--- config.mk ---
export PLATFORM = sky130hd
export DESIGN_NAME = load_cell_average_tare_scale_core
export DESIGN_NICKNAME = d
export VERILOG_FILES = /design/src/rtl/core/lcats_pkg.sv /design/src/rtl/core/lcats_div.sv /design/src/rtl/core/lcats_dp.sv /design/src/rtl/core/lcats_ctrl.sv /design/src/rtl/core/load_cell_average_tare_scale_core.sv
export SDC_FILE = /design/constraint.sdc
export NUM_CORES = 1
export LEC_CHECK = 0
export BUFFER_PORTS_ARGS = -buffer_cell sky130_fd_sc_hd__buf_2
export CAP_MARGIN = 20
export CORE_ASPECT_RATIO = 1.2
export CORE_MARGIN = 2
export CORE_UTILIZATION = 46
export DETAILED_ROUTE_END_ITERATION = 10
export GPL_TIMING_DRIVEN = 0
export PLACE_DENSITY = 0.72
export SLEW_MARGIN = 30
export SYNTH_ARGS = -nofsm -noshare
export SYNTH_HDL_FRONTEND = slang
export SYNTH_HIERARCHICAL = 1
export SYNTH_SLANG_ARGS = --single-unit
--- constraint.sdc ---
create_clock -name clk -period 7.6 [get_ports clk]
set_input_delay 0.76 -clock clk [delete_from_list [all_inputs] [get_ports clk]]
set_output_delay 0.76 -clock clk [all_outputs]
set_load 0.01 [all_outputs]
--- src/rtl/core/lcats_pkg.sv ---
// ----------------------------------------------------------------------------
// lcats_pkg
// Shared widths, reset values, codes and control types of the load-cell
// averaging, tare and scale core.
// ----------------------------------------------------------------------------
package lcats_pkg;

  localparam int RAW_W      = 24;
  localparam int ACC_W      = 32;
  localparam int AVG_W      = 24;
  localparam int WGT_W      = 32;
  localparam int CNT_W      = 8;
  localparam int OFS_W      = 24;
  localparam int CAL_W      = 24;
  localparam int TMO_W      = 16;
  localparam int ELAP_W     = 17;
  localparam int CFG_IDX_W  = 3;
  localparam int CFG_DATA_W = 24;

  localparam int SAMPLE_BITS_DEF = 24;

  // shared serial divider: dividend |sum|, or |difference| scaled by 2^16
  localparam int DIV_FRAC_W = 16;
  localparam int DIV_D_W    = CAL_W;
  localparam int DIV_N_W    = OFS_W + 1 + DIV_FRAC_W;
  localparam int DIV_CNT_W  = $clog2(DIV_N_W);

  localparam logic [CNT_W-1:0]  AVG_COUNT_RST  = CNT_W'(1);
  localparam logic [OFS_W-1:0]  ZERO_OFS_RST   = OFS_W'(-17678);
  localparam logic [CAL_W-1:0]  CAL_FACTOR_RST = CAL_W'(57940);
  localparam logic              ALLOW_NEG_RST  = 1'b0;
  localparam logic [TMO_W-1:0]  TIMEOUT_RST    = TMO_W'(1000);
  localparam logic [ELAP_W-1:0] ELAP_MAX       = '1;

  typedef enum logic [CFG_IDX_W-1:0] {
    CFG_AVG_COUNT  = 3'd0,
    CFG_ZERO_OFS   = 3'd1,
    CFG_CAL_FACTOR = 3'd2,
    CFG_ALLOW_NEG  = 3'd3,
    CFG_TIMEOUT    = 3'd4
  } cfg_idx_t;

  typedef enum logic {
    CMD_READING = 1'b0,
    CMD_TICK    = 1'b1
  } cmd_code_t;

  typedef enum logic [2:0] {
    ST_IDLE,
    ST_DIV_AVG,
    ST_W_START,
    ST_DIV_W,
    ST_RESULT
  } ctrl_state_t;

  typedef struct packed {
    logic accept_sample;
    logic accept_tick;
    logic set_avg;
    logic start_w;
    logic load_out;
  } dp_cmd_t;

  typedef struct packed {
    logic count_hit;
    logic time_hit;
    logic div_busy;
  } dp_sts_t;

endpackage

--- src/rtl/core/lcats_div.sv ---
// ----------------------------------------------------------------------------
// lcats_div
// Restoring serial divider on magnitudes, one quotient bit per cycle.
// ----------------------------------------------------------------------------
module lcats_div import lcats_pkg::*; (
  input  logic               clk,
  input  logic               rst_n,
  input  logic               start,
  input  logic [DIV_N_W-1:0] dividend,
  input  logic [DIV_D_W-1:0] divisor,
  output logic               busy,
  output logic [DIV_N_W-1:0] quotient
);

  logic                 busy_r, busy_nxt;
  logic [DIV_CNT_W-1:0] cnt_r, cnt_nxt;
  logic [DIV_N_W-1:0]   quo_r, quo_nxt;
  logic [DIV_D_W-1:0]   rem_r, rem_nxt;
  logic [DIV_D_W-1:0]   dsr_r, dsr_nxt;
  logic [DIV_D_W:0]     trial;

  always_comb begin
    busy_nxt = busy_r;
    cnt_nxt  = cnt_r;
    quo_nxt  = quo_r;
    rem_nxt  = rem_r;
    dsr_nxt  = dsr_r;
    trial    = {rem_r, quo_r[DIV_N_W-1]};
    if (start) begin
      busy_nxt = 1'b1;
      cnt_nxt  = '0;
      quo_nxt  = dividend;
      rem_nxt  = '0;
      dsr_nxt  = divisor;
    end else if (busy_r) begin
      cnt_nxt = cnt_r + 1'b1;
      if (cnt_r == DIV_CNT_W'(DIV_N_W - 1)) begin
        busy_nxt = 1'b0;
      end
      if (trial >= {1'b0, dsr_r}) begin
        rem_nxt = DIV_D_W'(trial - {1'b0, dsr_r});
        quo_nxt = {quo_r[DIV_N_W-2:0], 1'b1};
      end else begin
        rem_nxt = trial[DIV_D_W-1:0];
        quo_nxt = {quo_r[DIV_N_W-2:0], 1'b0};
      end
    end
  end

  always_ff @(posedge clk) begin
    if (!rst_n) begin
      busy_r <= 1'b0;
      cnt_r  <= '0;
    end else begin
      busy_r <= busy_nxt;
      cnt_r  <= cnt_nxt;
    end
  end

  always_ff @(posedge clk) begin
    quo_r <= quo_nxt;
    rem_r <= rem_nxt;
    dsr_r <= dsr_nxt;
  end

  assign busy     = busy_r;
  assign quotient = quo_r;

endmodule

--- src/rtl/core/lcats_dp.sv ---
// ----------------------------------------------------------------------------
// lcats_dp
// Datapath: configuration registers, accumulator, tick timer, average and
// weight arithmetic around the shared divider, result register.
// ----------------------------------------------------------------------------
module lcats_dp import lcats_pkg::*; #(
  parameter int SAMPLE_BITS = SAMPLE_BITS_DEF
) (
  input  logic                  clk,
  input  logic                  rst_n,
  input  logic                  cfg_we,
  input  logic [CFG_IDX_W-1:0]  cfg_index,
  input  logic [CFG_DATA_W-1:0] cfg_wdata,
  input  logic [RAW_W-1:0]      raw_reading,
  input  dp_cmd_t               cmd,
  output dp_sts_t               sts,
  output logic [AVG_W-1:0]      out_average,
  output logic [WGT_W-1:0]      out_weight,
  output logic                  out_timed_out
);

  localparam logic [DIV_N_W-1:0] AVG_POS_LIM = (DIV_N_W'(1) << (AVG_W - 1)) - DIV_N_W'(1);
  localparam logic [DIV_N_W-1:0] AVG_NEG_LIM = DIV_N_W'(1) << (AVG_W - 1);
  localparam logic [DIV_N_W-1:0] WGT_POS_LIM = (DIV_N_W'(1) << (WGT_W - 1)) - DIV_N_W'(1);
  localparam logic [DIV_N_W-1:0] WGT_NEG_LIM = DIV_N_W'(1) << (WGT_W - 1);
  localparam logic [AVG_W-1:0]   AVG_POS_SAT = {1'b0, {(AVG_W-1){1'b1}}};
  localparam logic [AVG_W-1:0]   AVG_NEG_SAT = {1'b1, {(AVG_W-1){1'b0}}};
  localparam logic [WGT_W-1:0]   WGT_POS_SAT = {1'b0, {(WGT_W-1){1'b1}}};
  localparam logic [WGT_W-1:0]   WGT_NEG_SAT = {1'b1, {(WGT_W-1){1'b0}}};

  logic [CNT_W-1:0]  avg_count_r;
  logic [OFS_W-1:0]  zero_ofs_r;
  logic [CAL_W-1:0]  cal_factor_r;
  logic              allow_neg_r;
  logic [TMO_W-1:0]  timeout_r;

  logic [ACC_W-1:0]  sum_r, sum_nxt;
  logic [CNT_W-1:0]  samples_r, samples_inc;
  logic [ELAP_W-1:0] elapsed_r, elapsed_inc;

  logic [AVG_W-1:0]  avg_r, avg_nxt;
  logic              avg_neg_r;
  logic              tflag_r;
  logic              wneg_r;
  logic              wzero_r;

  logic [AVG_W-1:0]  out_average_r;
  logic [WGT_W-1:0]  out_weight_r;
  logic              out_timed_out_r;

  logic [ACC_W-1:0]  raw_ext, sample_ext, sum_mag;
  logic [CNT_W-1:0]  count_eff;
  logic              start_avg;

  logic signed [AVG_W-1:0] avg_s, zo_s, used_s;
  logic signed [AVG_W:0]   diff_s;
  logic [AVG_W:0]          diff_mag;
  logic [CAL_W-1:0]        cal_mag;
  logic [WGT_W-1:0]        weight_nxt;

  logic               div_start, div_busy;
  logic [DIV_N_W-1:0] div_dividend, quotient;
  logic [DIV_D_W-1:0] div_divisor;

  // configuration
  always_ff @(posedge clk) begin
    if (!rst_n) begin
      avg_count_r  <= AVG_COUNT_RST;
      zero_ofs_r   <= ZERO_OFS_RST;
      cal_factor_r <= CAL_FACTOR_RST;
      allow_neg_r  <= ALLOW_NEG_RST;
      timeout_r    <= TIMEOUT_RST;
    end else if (cfg_we) begin
      unique case (cfg_index)
        CFG_AVG_COUNT:  avg_count_r  <= cfg_wdata[CNT_W-1:0];
        CFG_ZERO_OFS:   zero_ofs_r   <= cfg_wdata[OFS_W-1:0];
        CFG_CAL_FACTOR: cal_factor_r <= cfg_wdata[CAL_W-1:0];
        CFG_ALLOW_NEG:  allow_neg_r  <= cfg_wdata[0];
        CFG_TIMEOUT:    timeout_r    <= cfg_wdata[TMO_W-1:0];
        default: ;
      endcase
    end
  end

  // accumulation and timer
  assign raw_ext     = ACC_W'(raw_reading);
  assign sample_ext  = ACC_W'(signed'(raw_ext[SAMPLE_BITS-1:0]));
  assign sum_nxt     = sum_r + sample_ext;
  assign sum_mag     = sum_nxt[ACC_W-1] ? -sum_nxt : sum_nxt;
  assign samples_inc = samples_r + 1'b1;
  assign count_eff   = (avg_count_r == '0) ? CNT_W'(1) : avg_count_r;
  assign elapsed_inc = (elapsed_r == ELAP_MAX) ? ELAP_MAX : elapsed_r + 1'b1;

  assign sts.count_hit = (samples_inc == count_eff);
  assign sts.time_hit  = (elapsed_inc > ELAP_W'(timeout_r));
  assign sts.div_busy  = div_busy;

  assign start_avg = cmd.accept_sample && sts.count_hit;

  always_ff @(posedge clk) begin
    if (!rst_n) begin
      sum_r     <= '0;
      samples_r <= '0;
      elapsed_r <= '0;
    end else if ((cmd.accept_sample && sts.count_hit) ||
                 (cmd.accept_tick && sts.time_hit)) begin
      sum_r     <= '0;
      samples_r <= '0;
      elapsed_r <= '0;
    end else if (cmd.accept_sample) begin
      sum_r     <= sum_nxt;
      samples_r <= samples_inc;
    end else if (cmd.accept_tick) begin
      elapsed_r <= elapsed_inc;
    end
  end

  // average from the first quotient, saturated to the field range
  always_comb begin
    if (avg_neg_r) begin
      avg_nxt = (quotient > AVG_NEG_LIM) ? AVG_NEG_SAT : -quotient[AVG_W-1:0];
    end else begin
      avg_nxt = (quotient > AVG_POS_LIM) ? AVG_POS_SAT : quotient[AVG_W-1:0];
    end
  end

  // tare clamp and difference
  assign avg_s    = avg_r;
  assign zo_s     = zero_ofs_r;
  assign used_s   = (!allow_neg_r && (avg_s < zo_s)) ? zo_s : avg_s;
  assign diff_s   = {used_s[AVG_W-1], used_s} - {zo_s[AVG_W-1], zo_s};
  assign diff_mag = diff_s[AVG_W] ? -diff_s : diff_s;
  assign cal_mag  = cal_factor_r[CAL_W-1] ? -cal_factor_r : cal_factor_r;

  // divider operands
  assign div_start    = start_avg || cmd.start_w;
  assign div_dividend = cmd.start_w ? {diff_mag, {DIV_FRAC_W{1'b0}}} : DIV_N_W'(sum_mag);
  assign div_divisor  = cmd.start_w ? cal_mag : DIV_D_W'(count_eff);

  lcats_div u_div (
    .clk      (clk),
    .rst_n    (rst_n),
    .start    (div_start),
    .dividend (div_dividend),
    .divisor  (div_divisor),
    .busy     (div_busy),
    .quotient (quotient)
  );

  // weight from the second quotient, saturated
  always_comb begin
    if (wzero_r) begin
      weight_nxt = '0;
    end else if (wneg_r) begin
      weight_nxt = (quotient > WGT_NEG_LIM) ? WGT_NEG_SAT : -quotient[WGT_W-1:0];
    end else begin
      weight_nxt = (quotient > WGT_POS_LIM) ? WGT_POS_SAT : quotient[WGT_W-1:0];
    end
  end

  always_ff @(posedge clk) begin
    if (start_avg) begin
      avg_neg_r <= sum_nxt[ACC_W-1];
      tflag_r   <= 1'b0;
    end
    if (cmd.accept_tick && sts.time_hit) begin
      avg_r   <= '0;
      tflag_r <= 1'b1;
    end else if (cmd.set_avg) begin
      avg_r <= avg_nxt;
    end
    if (cmd.start_w) begin
      wneg_r  <= diff_s[AVG_W] ^ cal_factor_r[CAL_W-1];
      wzero_r <= (diff_s == '0);
    end
    if (cmd.load_out) begin
      out_average_r   <= avg_r;
      out_weight_r    <= weight_nxt;
      out_timed_out_r <= tflag_r;
    end
  end

  assign out_average   = out_average_r;
  assign out_weight    = out_weight_r;
  assign out_timed_out = out_timed_out_r;

endmodule

--- src/rtl/core/lcats_ctrl.sv ---
// ----------------------------------------------------------------------------
// lcats_ctrl
// Controller: input handshake, sequencing of both divisions, output valid.
// ----------------------------------------------------------------------------
module lcats_ctrl import lcats_pkg::*; (
  input  logic    clk,
  input  logic    rst_n,
  input  logic    in_valid,
  input  logic    in_cmd,
  output logic    in_ready,
  output logic    out_valid,
  input  logic    out_ready,
  input  dp_sts_t sts,
  output dp_cmd_t cmd
);

  ctrl_state_t st_r, st_nxt;
  logic        out_valid_r, out_valid_nxt;
  logic        out_free;

  assign out_free = !out_valid_r || out_ready;

  always_ff @(posedge clk) begin
    if (!rst_n) begin
      st_r        <= ST_IDLE;
      out_valid_r <= 1'b0;
    end else begin
      st_r        <= st_nxt;
      out_valid_r <= out_valid_nxt;
    end
  end

  always_comb begin
    st_nxt   = st_r;
    cmd      = '0;
    in_ready = 1'b0;
    unique case (st_r)
      ST_IDLE: begin
        in_ready = 1'b1;
        if (in_valid) begin
          if (in_cmd == CMD_TICK) begin
            cmd.accept_tick = 1'b1;
            if (sts.time_hit) begin
              st_nxt = ST_W_START;
            end
          end else begin
            cmd.accept_sample = 1'b1;
            if (sts.count_hit) begin
              st_nxt = ST_DIV_AVG;
            end
          end
        end
      end
      ST_DIV_AVG: begin
        if (!sts.div_busy) begin
          cmd.set_avg = 1'b1;
          st_nxt      = ST_W_START;
        end
      end
      ST_W_START: begin
        cmd.start_w = 1'b1;
        st_nxt      = ST_DIV_W;
      end
      ST_DIV_W: begin
        if (!sts.div_busy) begin
          st_nxt = ST_RESULT;
        end
      end
      ST_RESULT: begin
        if (out_free) begin
          cmd.load_out = 1'b1;
          st_nxt       = ST_IDLE;
        end
      end
      default: st_nxt = ST_IDLE;
    endcase
  end

  always_comb begin
    if (cmd.load_out) begin
      out_valid_nxt = 1'b1;
    end else if (out_ready) begin
      out_valid_nxt = 1'b0;
    end else begin
      out_valid_nxt = out_valid_r;
    end
  end

  assign out_valid = out_valid_r;

endmodule

--- src/rtl/core/load_cell_average_tare_scale_core.sv ---
// ----------------------------------------------------------------------------
// load_cell_average_tare_scale_core
// Averages load-cell readings, applies tare and calibration, and gives a
// saturated Q16.16 weight; a tick timer gives up with a zero average.
//
//   beat     | ports                                    | handshake
//   ---------+------------------------------------------+------------
//   input    | in_cmd, in_raw_reading                   | valid/ready
//   result   | out_average, out_weight, out_timed_out   | valid/ready
//   config   | cfg_index, cfg_wdata                     | cfg_we only
//
// A reading or tick that gives no result is taken straight from idle.
// A reading that completes the count runs two passes of the shared
// 41-step serial divider (average, then weight) plus sequencing.
// A tick that times out runs one divider pass, for the weight.
// The result register lets the next beat in while a result waits.
// Reset is synchronous, active low; config and accumulator return to reset.
// ----------------------------------------------------------------------------
module load_cell_average_tare_scale_core import lcats_pkg::*; #(
  parameter int SAMPLE_BITS = SAMPLE_BITS_DEF
) (
  input  logic                  clk,
  input  logic                  rst_n,
  input  logic                  cfg_we,
  input  logic [CFG_IDX_W-1:0]  cfg_index,
  input  logic [CFG_DATA_W-1:0] cfg_wdata,
  input  logic                  in_valid,
  output logic                  in_ready,
  input  logic                  in_cmd,
  input  logic [RAW_W-1:0]      in_raw_reading,
  output logic                  out_valid,
  input  logic                  out_ready,
  output logic [AVG_W-1:0]      out_average,
  output logic [WGT_W-1:0]      out_weight,
  output logic                  out_timed_out
);

  dp_cmd_t cmd;
  dp_sts_t sts;

  lcats_ctrl u_ctrl (
    .clk       (clk),
    .rst_n     (rst_n),
    .in_valid  (in_valid),
    .in_cmd    (in_cmd),
    .in_ready  (in_ready),
    .out_valid (out_valid),
    .out_ready (out_ready),
    .sts       (sts),
    .cmd       (cmd)
  );

  lcats_dp #(
    .SAMPLE_BITS (SAMPLE_BITS)
  ) u_dp (
    .clk           (clk),
    .rst_n         (rst_n),
    .cfg_we        (cfg_we),
    .cfg_index     (cfg_index),
    .cfg_wdata     (cfg_wdata),
    .raw_reading   (in_raw_reading),
    .cmd           (cmd),
    .sts           (sts),
    .out_average   (out_average),
    .out_weight    (out_weight),
    .out_timed_out (out_timed_out)
  );

endmodule

Word level (Yosys, flattened, before mapping)
Index checks and enable logic that the tools add are counted.
{"block": "totals", "reg_bits": 315, "inputBits": 57, "elab_cells": 128}
{"block": "op_classes", "n_addsub": 11, "magnitude_cmp": 7, "eq_ne": 17, "mux": 41, "bitwise_logic": 3, "reduce_logical": 24}
{"operator": "$mux 32", "n": 4}
{"operator": "$mux 41", "n": 3}
{"operator": "$mux 24", "n": 5}
{"operator": "$neg 32->32", "n": 2}
{"operator": "$neg 24->24", "n": 2}
{"operator": "$gt 41x23->1 const B", "n": 1}
{"operator": "$gt 41x24->1 const B", "n": 1}
{"operator": "$gt 41x31->1 const B", "n": 1}
{"operator": "$gt 41x32->1 const B", "n": 1}
{"operator": "$add 32x32->32", "n": 1}
{"operator": "$ge 25x24->1", "n": 1}
{"operator": "$logic_not 25->1", "n": 1}
{"operator": "$mux 25", "n": 1}
{"operator": "$neg 25->25", "n": 1}
{"operator": "$sub 24x24->25", "n": 1}
{"operator": "$lt 24x24->1", "n": 1}
{"operator": "$sub 24x24->24", "n": 1}
{"operator": "$mux 23", "n": 1}
{"operator": "$mux 3", "n": 7}
{"operator": "$add 17x1->17 const B", "n": 1}
{"operator": "$eq 17x17->1 const B", "n": 1}
{"operator": "$gt 17x16->1", "n": 1}
{"operator": "$mux 17", "n": 1}
{"operator": "$mux 8", "n": 2}
{"operator": "other kinds (24)", "n": 61}

Depth between registers and ports, before layout
{"block": "depth", "depth_word": 8, "ltp_mapped": 28, "mapped_depth_nobuf": 26}

Hierarchy
The synthesis kept the hierarchy.
{"module": "lcats_dp", "n_inst": 1, "cells_per_inst": 2057, "area_per_inst_um2": 16225.6, "seq_area_each_um2": 4904.7}
{"module": "lcats_div", "n_inst": 1, "cells_per_inst": 467, "area_per_inst_um2": 5054.8, "seq_area_each_um2": 2572.5}
{"module": "lcats_ctrl", "n_inst": 1, "cells_per_inst": 36, "area_per_inst_um2": 305.3, "seq_area_each_um2": 80.1}

Worst setup path before layout
OpenSTA, ideal clock, no wires.
{"block": "synth_timing", "kind": "flip-flop to flip-flop", "start": "register u_dp.zero_ofs_r[9]", "end": "register u_dp.u_div.quo_r[34], in the netlist u_dp/u_div/quotient[34] (data pin)", "setup_ns": 0.260, "t_arrival_ns": 5.754, "required_time_ns": 7.340, "path_slack_ns": 1.586, "stages_incl_launch_ff": 28, "path_buffers": 1, "period_less_slack_ns": 6.014, "cell_sequence": "dfxtp_1 inv_1 ha_1 a21o_1 a21oi_1 nor2b_1 o21ai_0 nand2b_1 a21oi_1 o21ai_0 o211ai_1 a31oi_1 clkbuf_1 mux2i_1 ha_1 inv_1 fa_1 a211oi_1 o21a_1 a211oi_1 a2111oi_0 nand4_1 or2_2 nor4_1 a31oi_1 xnor2_1 nor2_1 mux2_2"}
{"block": "synth_via", "elab_chain_cells": 8}
{"item": "start, declared", "line": "lcats_dp.sv:32", "source": "logic [OFS_W-1:0] zero_ofs_r;"}
{"item": "start signal, assigned", "line": "lcats_dp.sv:76", "source": "CFG_ZERO_OFS: zero_ofs_r <= cfg_wdata[OFS_W-1:0];"}
{"item": "$lt 24x24->1", "line": "lcats_dp.sv:130", "source": "assign used_s = (!allow_neg_r && (avg_s < zo_s)) ? zo_s : avg_s;"}
{"item": "$logic_and 1x1->1", "line": "lcats_dp.sv:130"}
{"item": "$mux 24", "line": "lcats_dp.sv:130"}
{"item": "$sub 24x24->25 *", "line": "lcats_dp.sv:131", "source": "assign diff_s = {used_s[AVG_W-1], used_s} - {zo_s[AVG_W-1], zo_s};"}
{"item": "$neg 25->25", "line": "lcats_dp.sv:132", "source": "assign diff_mag = diff_s[AVG_W] ? -diff_s : diff_s;"}
{"item": "$mux 25 *", "line": "lcats_dp.sv:132"}
{"item": "$mux 41 *", "line": "lcats_dp.sv:137", "source": "assign div_dividend = cmd.start_w ? {diff_mag, {DIV_FRAC_W{1'b0}}} : DIV_N_W'(sum_mag);"}
{"item": "named net u_dp.div_dividend[34]", "line": "lcats_dp.sv:62", "source": "logic [DIV_N_W-1:0] div_dividend, quotient;"}
{"item": "$mux 41 *", "line": "lcats_div.sv:29", "source": "if (start) begin"}
{"item": "named net u_dp.u_div.quo_nxt[34]", "line": "lcats_div.sv:17", "source": "logic [DIV_N_W-1:0] quo_r, quo_nxt;"}
{"item": "end signal, assigned", "line": "lcats_div.sv:61", "source": "quo_r <= quo_nxt;"}
{"item": "end, declared", "line": "lcats_div.sv:17"}
The timed path passes the listed nets; every way through them passes the cells marked *.
A chain may end at the register's enable or synchronous reset.

Worst setup path after layout
{"block": "layout_timing", "start": "register u_dp.zero_ofs_r[1]", "end": "register u_dp.u_div.quo_r[30], in the netlist u_dp/u_div/quotient[30] (data pin)"}
Same word-level chain as after synthesis.

==> reports/qor.txt <==
Levels on crit path -> 26
Initial Util -> 0.468
H-tree levels -> 2
met2 Usage GRT -> 0.462
Worst-Margin Slew -> 0.970 ns
Netlist Area Pre-Place -> 0.0216 mm²
io pins -> 116
WHS Endpoint -> u_dp/out_timed_out
RR Endpoint -> u_dp/u_div/quotient[30]
internal power -> 5.49 mW
Clock Path Buffers -> 3
Clock power frac -> 0.197
CP Max Fanout -> 10
Worst path max stage delay -> 0.56 ns
cells on worst reg2reg path -> 26
worst hold path stage count -> 0
reg2reg setup slack -> 0.54 ns
crit share post-route -> 0.928
dpl cell area -> 0.0230 mm²
RSZ-0062 raised after global routing -> no
Final WS setup -> 0.544 ns
layout cell share with drive strength beyond 1 -> 0.106
Seq/Total Area, Yosys -> 0.350
Routed Wire Length -> 66500 µm
Critical R2R Launch -> u_dp/zero_ofs_r[1]
most used routing layer -> met2
Req. time, crit path -> 7.90 ns
YS warnings -> 6
Worst Hold Class -> flip-flop to flip-flop
Slew Viols, Final -> 0
Buf/Inv on CP -> 3
total gr overflow -> 0
XOR/XNOR share of the synthesized area -> 0.0605
CP top delay family -> compound AO/OA/AOI/OAI gates
initial antenna violation count -> 2
P&R area growth vs syn -> 12.8%
Initial DRC Count -> 1366
power share of the combinational group -> 0.518
hold_ws -> 0.451 ns
die height -> 241 µm
PostCTS Resize Cnt -> 0
# Post-CTS Setup Buffers -> 0
Reg power frac -> 0.284
DRC viols -> 0
Startpoint Class -> flip-flop
Worst Setup SP -> u_dp/zero_ofs_r[1]
Antenna Nets Post-Route -> 0
ys async rst share -> 0
pin count of the biggest net entering global routing -> 58
LEAKAGE -> 9.57 nW
Critical Path AT -> 7.35 ns
top_reg_cell synth -> dfxtp_1
adder-cell share of the synthesized area -> 0.0764
# Max-Cap Violations -> 0
TNS Setup -> 0 ns
sw frac -> 0.443
DR vias -> 20.1k
Pwr per Cell Area -> 405 mW/mm²
DP HPWL -> 51500 µm
pre-CTS WS -> 0.136 ns
Fmax -> 142 MHz
Final Cell Area -> 0.0244 mm²
Post-synth EDFFs -> 125
utilization of the core after routing -> 0.528
mean post-synth cell area -> 8.43 µm²
post-DR wirelength/cell -> 19.8 µm
Final Setup Violations -> 0
CTS root buf -> clkbuf_16
CP endpoint kind -> flip-flop
total track usage -> 0.265
Seq cells post-synth -> 315
first-pass GRT wire length -> 103000 µm
Synth Area in Simple Gates -> 0.217
largest family of logic cells by synthesized area -> simple AND/OR/NAND/NOR gates
Clock Pin Slew Worst Setup and Hold Paths -> 0.06 ns
FP Rows -> 86
Critical Path Most Common Cell -> nor3_1
post-layout minimum cycle time -> 7.06 ns
met3 Use GR -> 0.0432
drt first pass iters -> 6
net switching power -> 4.37 mW
clk_lat worst skew -> 0.57 ns
RePlAce Congestion -> 0.970
met1 Use GR -> 0.319
vias in the first global route -> 19.4k
syn nets -> 2747
PortBufs -> 115
Worst path slowest cell -> a2111oi_0
Netlist cell types -> 91
vias per cell -> 5.98
Core Area -> 0.0462 mm²
Mapped Cells -> 2560
Final Hold Fails -> 0
mux contribution to synthesized area -> 0.0547
Nets -> 2904
die area -> 0.0487 mm²
outcome -> complete, no violations
n_diodes -> 0
worst vdd ir -> 0.213 mV
cts hold-fix bufs -> 0
TritonCTS Buffers -> 38
Compound-Gate Fraction of Synth Area -> 0.198
Worst Clk Skew -> 0.0250 ns
# clock sinks -> 315
Die X -> 202 µm
Hold Startpoint -> u_dp/tflag_r
Slew Limit Headroom -> 0.353
CTS tree -> done
Worst Setup Path Type -> flip-flop to flip-flop
[kinds of logic after synthesis]
kind of cell	count (synthesis)
mux	110
xor+xnor	149
compound gates	621
simple gates	994
flops	315
buf+inv	241
fa+ha+maj	130
[metal layers]
metal	part of all wire	wire length (µm)	vias to the layer above
met2	0.48	32100	710
li1	-	-	9644
met1	0.41	27200	9599
met3	0.059	3890	174
met5	0	0	-
met4	0.050	3300	0
[synthesized netlist by cell type, types with 5 or more instances]
master,number,share of area
buf_1,13,0.0023
nand2b_1,29,0.0084
and2_1,18,0.0052
nor3_1,101,0.023
o21a_1,26,0.0090
nor3b_1,9,0.0031
xnor2_1,88,0.036
nor2_1,280,0.049
nand4_1,31,0.0090
inv_1,100,0.017
o211ai_1,35,0.012
a211oi_1,41,0.014
a21oi_1,124,0.029
o22ai_1,6,0.0017
clkbuf_1,115,0.020
a221oi_1,41,0.017
nor4_1,18,0.0052
a31oi_1,22,0.0064
o21ai_0,113,0.026
a211o_1,7,0.0028
or4_1,10,0.0035
dfxtp_1,190,0.18
a21o_1,40,0.014
a2111oi_0,8,0.0032
nand4b_1,5,0.0020
ha_1,127,0.074
and4_1,7,0.0028
mux2_2,64,0.033
o31ai_1,16,0.0056
nor2b_1,35,0.010
buf_4,5,0.0017
edfxtp_1,125,0.17
nand3_1,50,0.012
o31a_1,8,0.0032
o21bai_1,8,0.0028
xor2_1,61,0.025
and3_1,22,0.0064
or3_1,28,0.0081
a311oi_1,35,0.014
nand2_1,319,0.055
a21boi_0,41,0.014
buf_2,7,0.0016
nor4b_1,5,0.0020
mux2i_1,46,0.021
[registers in the layout, summed over array words and instances (netlist names), 24 cells and up]
register             flops
u_dp/u_div/quotient     41
u_dp/zero_ofs_r         24
u_dp/u_div/rem_r        24
u_dp/cal_factor_r       24
u_dp/sum_r              32
u_dp/avg_r              24
u_dp/out_average        24
u_dp/out_weight         32
u_dp/u_div/dsr_r        24
[stage by stage]
step	cells	power, mW
after floorplan	2560	6.38
after global placement	3291	7.65
after detailed placement	3293	7.77
after CTS	3363	9.77
after global routing	3363	10.5
final	3363	9.86
[power groups by stage]
| stage | Sequential (mW) | Combinational [mW] | Clock [mW] |
|---|---|---|---|
| after detailed placement | 2.82 | 4.95 | 0 |
| after floorplan | 2.57 | 3.81 | 0 |
| final | 2.80 | 5.11 | 1.94 |
| after global placement | 2.82 | 4.83 | 0 |
| after global routing | 2.83 | 5.61 | 2.04 |
| after CTS | 2.79 | 5.00 | 1.98 |
[worst reg2reg max path, stage by stage, from the launching register on]
cell       delay (ns)
dfxtp_1          0.33
inv_1            0.10
ha_1             0.29
a21o_1           0.11
a21o_1           0.12
a21oi_1          0.07
nor2b_1          0.10
o21ai_0          0.09
a21oi_1          0.26
o211ai_1         0.12
a31oi_1          0.46
clkbuf_2         0.38
mux2i_1          0.23
ha_1             0.18
inv_1            0.05
fa_1             0.42
a211oi_1         0.35
o21a_1           0.32
a211oi_1         0.12
a2111oi_0        0.56
nand4_1          0.21
or2_2            0.39
nor4_4           0.56
nor3_1           0.09
nor3_1           0.46
nor3_1           0.14
mux2_2           0.30
[layout by cell type (no fill, tap or decap), types with 46 or more instances in the layout]
cell      netlist  routed
dfxtp_1       190     190
ha_1          127     127
nand2_1       319     318
clkbuf_1      115     120
edfxtp_1      125     125
buf_2           7     122
inv_1         100      99
nor2_1        280     280
o21ai_0       113     113
mux2_2         64      64
mux2i_1        46      46
xor2_1         61      61
nor3_1        101     101
a21oi_1       124     124
nand3_1        50      50
xnor2_1        88      88
[worst max-delay path by stage]
stage | end | slack [ns]
after floorplan | u_dp/u_div/quotient[34] | 1.59
after global placement | u_dp/u_div/quotient[30] | 0.19
after detailed placement | u_dp/u_div/quotient[31] | 0.14
after CTS | u_dp/u_div/quotient[31] | 0.09
after global routing | u_dp/u_div/quotient[30] | 0.06
final | u_dp/u_div/quotient[30] | 0.54
[final cells by class]
type,count,area (µm²)
Buffer,141,566
Multi-Input combinational cell,2004,13100
Sequential cell,315,7560
Clock buffer,52,1120
Tap cell,616,771
Fill cell,4287,21800
Clock inverter,18,226
Timing Repair Buffer,117,607
Inverter,100,375
Power figures use the tool's default switching activity.
